**src/rtl/llf_pkg.sv**
```systemverilog
package llf_pkg;

    localparam int LEVEL_W     = 16;
    localparam int DUTY_W      = 8;
    localparam int FADE_TIME_W = 24;
    localparam int TIME_W_DEF  = 24;

    // quotient always fits the level width, one bit per divider step
    localparam int DIV_STEPS = LEVEL_W;
    localparam int DIV_CNT_W = $clog2(DIV_STEPS);

    typedef struct packed {
        logic load;      // capture transaction, advance elapsed on a tick
        logic mul;       // elapsed * distance into the divider
        logic div_step;  // one restoring-division step
        logic finish;    // update fade state, write result
    } t_cmd;

    typedef struct packed {
        logic out_free;  // result register can take a new result
    } t_stat;

endpackage

```
**src/rtl/llf_ctrl.sv**
```systemverilog
module llf_ctrl (
    input  logic          i_clk,
    input  logic          i_rst_n,
    input  logic          i_valid,
    output logic          o_stall,
    input  llf_pkg::t_stat i_stat,
    output llf_pkg::t_cmd  o_cmd
);

    localparam logic [1:0] S_IDLE = 2'd0;
    localparam logic [1:0] S_MUL  = 2'd1;
    localparam logic [1:0] S_DIV  = 2'd2;
    localparam logic [1:0] S_FIN  = 2'd3;

    logic [1:0]                     r_state;
    logic [1:0]                     n_state;
    logic [llf_pkg::DIV_CNT_W-1:0]  r_cnt;
    logic [llf_pkg::DIV_CNT_W-1:0]  n_cnt;

    assign o_stall = (r_state != S_IDLE);

    always_comb begin
        n_state = r_state;
        n_cnt   = r_cnt;
        o_cmd   = '0;
        unique case (r_state)
            S_IDLE: begin
                if (i_valid) begin
                    o_cmd.load = 1'b1;
                    n_state    = S_MUL;
                end
            end
            S_MUL: begin
                o_cmd.mul = 1'b1;
                n_cnt     = '0;
                n_state   = S_DIV;
            end
            S_DIV: begin
                o_cmd.div_step = 1'b1;
                n_cnt          = r_cnt + 1'b1;
                if (r_cnt == llf_pkg::DIV_CNT_W'(llf_pkg::DIV_STEPS - 1)) begin
                    n_state = S_FIN;
                end
            end
            S_FIN: begin
                if (i_stat.out_free) begin
                    o_cmd.finish = 1'b1;
                    n_state      = S_IDLE;
                end
            end
            default: n_state = S_IDLE;
        endcase
    end

    always_ff @(posedge i_clk) begin
        if (!i_rst_n) begin
            r_state <= S_IDLE;
            r_cnt   <= '0;
        end else begin
            r_state <= n_state;
            r_cnt   <= n_cnt;
        end
    end

endmodule

```
**src/rtl/llf_datapath.sv**
```systemverilog
module llf_datapath #(
    parameter int TIME_WIDTH = llf_pkg::TIME_W_DEF
) (
    input  logic                             i_clk,
    input  logic                             i_rst_n,
    input  llf_pkg::t_cmd                    i_cmd,
    output llf_pkg::t_stat                   o_stat,
    input  logic                             i_action,
    input  logic [llf_pkg::LEVEL_W-1:0]      i_target_level,
    input  logic [llf_pkg::FADE_TIME_W-1:0]  i_fade_time,
    input  logic                             i_stall,
    output logic                             o_valid,
    output logic [llf_pkg::LEVEL_W-1:0]      o_level_out,
    output logic [llf_pkg::DUTY_W-1:0]       o_pwm_duty,
    output logic                             o_fade_done
);

    localparam int LW     = llf_pkg::LEVEL_W;
    localparam int PROD_W = TIME_WIDTH + LW;

    // fade state
    logic [LW-1:0]         r_start;
    logic [LW-1:0]         r_goal;
    logic [TIME_WIDTH-1:0] r_len;
    logic [TIME_WIDTH-1:0] r_elapsed;

    // captured transaction
    logic                  r_goto;
    logic [LW-1:0]         r_tgt;
    logic [TIME_WIDTH-1:0] r_ft;

    // divider: remainder and shared dividend-low / quotient register
    logic [TIME_WIDTH-1:0] r_rem;
    logic [LW-1:0]         r_quo;

    logic                  r_out_valid;
    logic [LW-1:0]         r_out_level;
    logic                  r_out_done;

    logic [LW-1:0]         lvl_span;
    logic [PROD_W-1:0]     prod;
    logic [TIME_WIDTH:0]   shifted;
    logic [TIME_WIDTH:0]   len_ext;
    logic                  cur_eq;
    logic                  cur_act;
    logic                  done1;
    logic [LW-1:0]         lvl1;
    logic [LW-1:0]         n_start;
    logic [LW-1:0]         res_level;
    logic                  res_done;

    assign o_stat.out_free = !r_out_valid || !i_stall;

    assign lvl_span = (r_goal > r_start) ? (r_goal - r_start) : (r_start - r_goal);
    assign prod     = PROD_W'(r_elapsed) * PROD_W'(lvl_span);
    assign shifted  = {r_rem, r_quo[LW-1]};
    assign len_ext  = {1'b0, r_len};

    // level seen before the transaction takes effect; r_quo holds the step
    always_comb begin
        cur_eq  = (r_goal == r_start);
        cur_act = (r_elapsed < r_len);
        done1   = !cur_eq && !cur_act;
        if (cur_eq || !cur_act) begin
            lvl1 = r_goal;
        end else if (r_goal > r_start) begin
            lvl1 = r_start + r_quo;
        end else begin
            lvl1 = r_start - r_quo;
        end
    end

    always_comb begin
        res_done  = done1;
        res_level = lvl1;
        n_start   = done1 ? r_goal : r_start;
        if (r_goto) begin
            n_start = lvl1;
            if (r_tgt == lvl1) begin
                res_level = r_tgt;
            end else if (r_ft == '0) begin
                // zero fade time jumps straight to the target
                res_level = r_tgt;
                res_done  = 1'b1;
                n_start   = r_tgt;
            end
        end
    end

    always_ff @(posedge i_clk) begin
        if (!i_rst_n) begin
            r_start   <= '0;
            r_goal    <= '0;
            r_len     <= '0;
            r_elapsed <= '0;
        end else if (i_cmd.load && !i_action) begin
            r_elapsed <= (r_elapsed < r_len) ? r_elapsed + 1'b1 : r_len;
        end else if (i_cmd.finish) begin
            r_start <= n_start;
            if (r_goto) begin
                r_goal    <= r_tgt;
                r_len     <= r_ft;
                r_elapsed <= '0;
            end
        end
    end

    always_ff @(posedge i_clk) begin
        if (i_cmd.load) begin
            r_goto <= i_action;
            r_tgt  <= i_target_level;
            r_ft   <= TIME_WIDTH'(i_fade_time);
        end
        if (i_cmd.mul) begin
            // product / len < 2^LW, so the upper part is already below len
            r_rem <= prod[PROD_W-1:LW];
            r_quo <= prod[LW-1:0];
        end else if (i_cmd.div_step) begin
            if (shifted >= len_ext) begin
                r_rem <= TIME_WIDTH'(shifted - len_ext);
                r_quo <= {r_quo[LW-2:0], 1'b1};
            end else begin
                r_rem <= shifted[TIME_WIDTH-1:0];
                r_quo <= {r_quo[LW-2:0], 1'b0};
            end
        end
        if (i_cmd.finish) begin
            r_out_level <= res_level;
            r_out_done  <= res_done;
        end
    end

    always_ff @(posedge i_clk) begin
        if (!i_rst_n) begin
            r_out_valid <= 1'b0;
        end else if (i_cmd.finish) begin
            r_out_valid <= 1'b1;
        end else if (!i_stall) begin
            r_out_valid <= 1'b0;
        end
    end

    assign o_valid     = r_out_valid;
    assign o_level_out = r_out_level;
    assign o_pwm_duty  = r_out_level[LW-1:LW-llf_pkg::DUTY_W];
    assign o_fade_done = r_out_done;

endmodule

```
**src/rtl/linear_level_fader.sv**
```systemverilog
// Linear dimmer level fader. Each input transaction is a tick (action 0) or a goto
// (action 1) with a new target level and fade time; each gives exactly one result:
// the 16-bit level, its upper byte as pwm duty, and a one-shot flag on the
// transaction where a fade reaches its target. After acceptance an item passes
// through a capture step, the elapsed-times-distance multiply, the bit-serial
// restoring divider that forms the interpolation step, and a final step that
// updates the fade state and loads the result register; only then can the next
// be accepted. o_stall stays high from the multiply through the final step;
// a result waiting in the result register does not hold off the next
// transaction, only its final step. TIME_WIDTH sets the elapsed and length
// counter width; fade_time is truncated or zero-extended to it.
module linear_level_fader #(
    parameter int TIME_WIDTH = llf_pkg::TIME_W_DEF
) (
    input  logic                             i_clk,
    input  logic                             i_rst_n,
    input  logic                             i_valid,
    output logic                             o_stall,
    input  logic                             i_action,
    input  logic [llf_pkg::LEVEL_W-1:0]      i_target_level,
    input  logic [llf_pkg::FADE_TIME_W-1:0]  i_fade_time,
    output logic                             o_valid,
    input  logic                             i_stall,
    output logic [llf_pkg::LEVEL_W-1:0]      o_level_out,
    output logic [llf_pkg::DUTY_W-1:0]       o_pwm_duty,
    output logic                             o_fade_done
);

    llf_pkg::t_cmd  cmd;
    llf_pkg::t_stat stat;

    llf_ctrl u_ctrl (
        .i_clk   (i_clk),
        .i_rst_n (i_rst_n),
        .i_valid (i_valid),
        .o_stall (o_stall),
        .i_stat  (stat),
        .o_cmd   (cmd)
    );

    llf_datapath #(
        .TIME_WIDTH (TIME_WIDTH)
    ) u_dp (
        .i_clk          (i_clk),
        .i_rst_n        (i_rst_n),
        .i_cmd          (cmd),
        .o_stat         (stat),
        .i_action       (i_action),
        .i_target_level (i_target_level),
        .i_fade_time    (i_fade_time),
        .i_stall        (i_stall),
        .o_valid        (o_valid),
        .o_level_out    (o_level_out),
        .o_pwm_duty     (o_pwm_duty),
        .o_fade_done    (o_fade_done)
    );

endmodule

```
**config.mk**
```make
export PLATFORM = sky130hd
export DESIGN_NAME = linear_level_fader
export DESIGN_NICKNAME = d
export VERILOG_FILES = /design/src/rtl/llf_pkg.sv /design/src/rtl/llf_ctrl.sv /design/src/rtl/llf_datapath.sv /design/src/rtl/linear_level_fader.sv
export SDC_FILE = /design/constraint.sdc
export NUM_CORES = 2
export LEC_CHECK = 0
export BUFFER_PORTS_ARGS = -buffer_cell sky130_fd_sc_hd__buf_2
export CORE_UTILIZATION = 30
export DETAILED_ROUTE_END_ITERATION = 10
export PLACE_DENSITY = 0.43
export SLEW_MARGIN = 20
export SYNTH_ARGS = -nofsm -noshare
export SYNTH_HDL_FRONTEND = slang
export SYNTH_SLANG_ARGS = --single-unit
```
**constraint.sdc**
```tcl
create_clock -name i_clk -period 10.8 [get_ports i_clk]
set_clock_uncertainty 0.2 [all_clocks]
set_input_delay 2.16 -clock i_clk [delete_from_list [all_inputs] [get_ports i_clk]]
set_output_delay 2.16 -clock i_clk [all_outputs]
set_load 0.1 [all_outputs]
```
==> results.toml <==
[placement]
gp_congestion = 0.913
port_buffers = 71
dpl.cell_count = 4038
dp_hpwl_um = 63100

[sta]
final_hold_viol_count = 0
slew_viol_final = 0
slew-limit-headroom_pct = 30.0
worst_pin_slew_ps = 1050
rsz0062_at_grt = "false"
period_share_pct = 94.9
fmax_ghz = 0.0976
finalCriticalPeriod_ps = 10250
tns_ps = 0
finalSetupViolations = 0

[clock_network]
htreeDepth = 4
numCtsBuffers = 17
clk_pin_slew_ps = 80
cts_tree = "yes"
root_buffer = "clkbuf_16"
postCtsHoldBufs = 0
cts_buffer_depth = 2
clock_latency_ps = 460
cts.sinks = 185

[die]
ios = 72
chipWidth_um = 293
coreArea_um2 = 83800
die_area_um2 = 86000
rows = 106
initial_core_util_pct = 30.4
die_h_um = 293

[setup_path]
crit_path_top_delay_cell = "xnor2_2"
cpMostUsedCell = "fa_1"
crit_path_max_incr_delay_ps = 790
crit_buf_inv = 8
start_kind = "flip-flop"
cp_max_fo = 20
path_class = "flip-flop to flip-flop"
cp-end-kind = "flip-flop"
worstPathArrival_ps = 10240
critPathRequiredTime_ps = 10790
crit_family = "adder cells"

[yosys]
yosysWarnings = 0
synth_edf_count = 98
synthMuxAreaShare_pct = 2.50
synth_top_family_by_area = "adder cells"
synth_area_um2 = 25500
ys_seq_elements = 185
ys_seq_area_share_pct = 18.4
yosys.area.top_type_share_pct = 24.4
synth.largest_area_cell = "fa_1"
synth_compound_area_share_pct = 13.4
synth_nets = 3503
netlist_top_cells_area = "fa_1 24%, edfxtp_1 12%, ha_1 10%"
yosysUniqueCellTypes = 95
yosys.area_share.simple_pct = 17.4
async_flop_share_pct = 0
syn_inst = 2935
ys.flop_type = "edfxtp_1"
syn_avg_cell_area_um2 = 8.67
synth_fa_ha_area_share_pct = 34.8
synth-xor-area-share_pct = 4.28

[power]
ir_drop_mv = 0.203
leakagePower_nw = 12.3
power_mw = 5.70
power_density_nw_per_um2 = 205

[worst_hold_path]
hold_class = "flip-flop to flip-flop"

[layout]
fillCellCount = 8807
multiInputGateArea_um2 = 18600
drive_above_1_share_pct = 8.17
stdcell_count = 4072
syn_to_final_growth_pct = 9.29
nets = 3493
register_area_um2 = 4680
layout_common_cells = "443 x inv_1, 403 x nand2_1, 310 x fa_1"
layout.cells.most_common = "inv_1"
n_antenna_cell = 0

[detailed_routing]
antenna_left = 0
dr.pass1.iters = 5
vias = 20500
avgViaCountPerCell = 5.02
routed_wl_um = 81400
wl_per_cell_um = 20.0
drt_iter0_drc = 1224
post-route-drc-count = 0

[global_route]
grt_pass1_vias = 21400
grt_use_total_pct = 19.2
grt_max_degree = 80
grt_pass1_wl_um = 127000
gr-total-overflow = 0
antenna_found_initial = 3

[status]
status = "completed"

[flow_run]
max-cap-violations = 0
-- tightest hold or removal path, stage by stage, from the launching register on --
cell and delay [ps]:
dfxtp_1 330, nand2_1 60, a21oi_1 50
-- metal layers --
metal	up-vias	part of all wire, %	track usage (%)
li1	9557	-	-
met1	10300	47	26.5
met2	544	46	31.5
met3	101	5.0	2.66
met4	6	2.2	4.93
met5	-	0.042	0
-- power by group --
group,internal [mW],total [mW],switching (mW),leakage (nW)
logic,1.25,3.85,2.59,10.4
registers,0.996,1.16,0.163,1.63
clock network,0.356,0.694,0.337,0.301
-- per-stage QoR --
step | utilization (%) | hold slack [ps] | cell area (um^2) | worst slack (ps)
3_5_place_dp | 32.4 | 271 | 27200 | 146
2_1_floorplan | - | 250 | 25500 | 1400
5_1_grt | 33.2 | 301 | 27800 | 47.6
6_report | 33.2 | 283 | 27800 | 550
4_1_cts | 33.2 | 282 | 27800 | 80.9
3_3_place_gp | 32.4 | 264 | 27200 | 459
-- cells by family (layout without fill, tap and decap cells) --
kind of cell               Yosys count  count (layout)
AOI/OAI and AO/OA                  531             532
xor gates and xnor gates           117             117
adders and majority gates          523             523
buffers and inverters              607             609
DFF                                185             185
muxes                               58              58
and+or+nand+nor                    914             914
-- registers in the layout (all words and copies together) (netlist names) --
register,count
u_dp.o_fade_done,1
u_dp.r_goal,16
u_dp.o_valid,1
u_ctrl.r_state,2
u_dp.r_rem,24
u_dp.r_ft,24
u_dp.r_elapsed,24
u_dp.r_tgt,16
u_dp.r_start,16
u_dp.r_len,24
u_ctrl.r_cnt,4
u_dp.r_goto,1
u_dp.r_quo,16
u_dp.o_level_out,16
-- repair_timing --
action,in CTS,in global routing
endpoints found under the hold margin,0,0
setup endpoints to repair,0,14
setup buffers,0,1
gates resized for setup,0,4
-- path summary, 6_finish.rpt --
check                                   start                          end  slack, ps  depth (start not counted)
setup / recovery  u_dp.r_goal[0]$_SDFFE_PN0P_     u_dp.r_rem[22]$_DFFE_PP_        550                         36
hold / removal    u_dp.r_len[10]$_SDFFE_PN0P_  u_dp.r_len[10]$_SDFFE_PN0P_        280                          2
setup reg to reg  u_dp.r_goal[0]$_SDFFE_PN0P_     u_dp.r_rem[22]$_DFFE_PP_        550                         36
hold reg to reg   u_dp.r_len[10]$_SDFFE_PN0P_  u_dp.r_len[10]$_SDFFE_PN0P_        280                          2
-- final cells by class --
type,count,area share (%)
multi-input cells,2144,66.9
flip-flops and latches,185,16.8
inverters,445,6.00
well taps,1134,5.10
repair buffers,132,2.92
clock buffers,17,1.53
clock inverters,15,0.733
-- synth_stat cells (7+ instances only) --
master and n:
inv_1 443, nand2_1 403, fa_1 310, ha_1 213
a21oi_1 172, and2_1 162, clkbuf_1 132, o21ai_0 116
nor2_1 115, edfxtp_1 98, dfxtp_1 87, xnor2_1 65
xor2_1 47, a21o_1 46, nand3_1 41, nand2b_1 35
mux2i_1 32, nor3_1 25, nor2b_1 24, a211oi_1 23
and3_1 20, nand4_1 18, mux2_2 17, o31ai_1 17
a31oi_1 16, o21a_1 14, a22oi_1 12, buf_2 12
or3_1 12, buf_4 11, nor4_1 11, o21bai_1 11
nor3b_1 9, a21boi_0 8, o22ai_1 8, o221ai_1 7
Power figures use the tool's default switching activity.
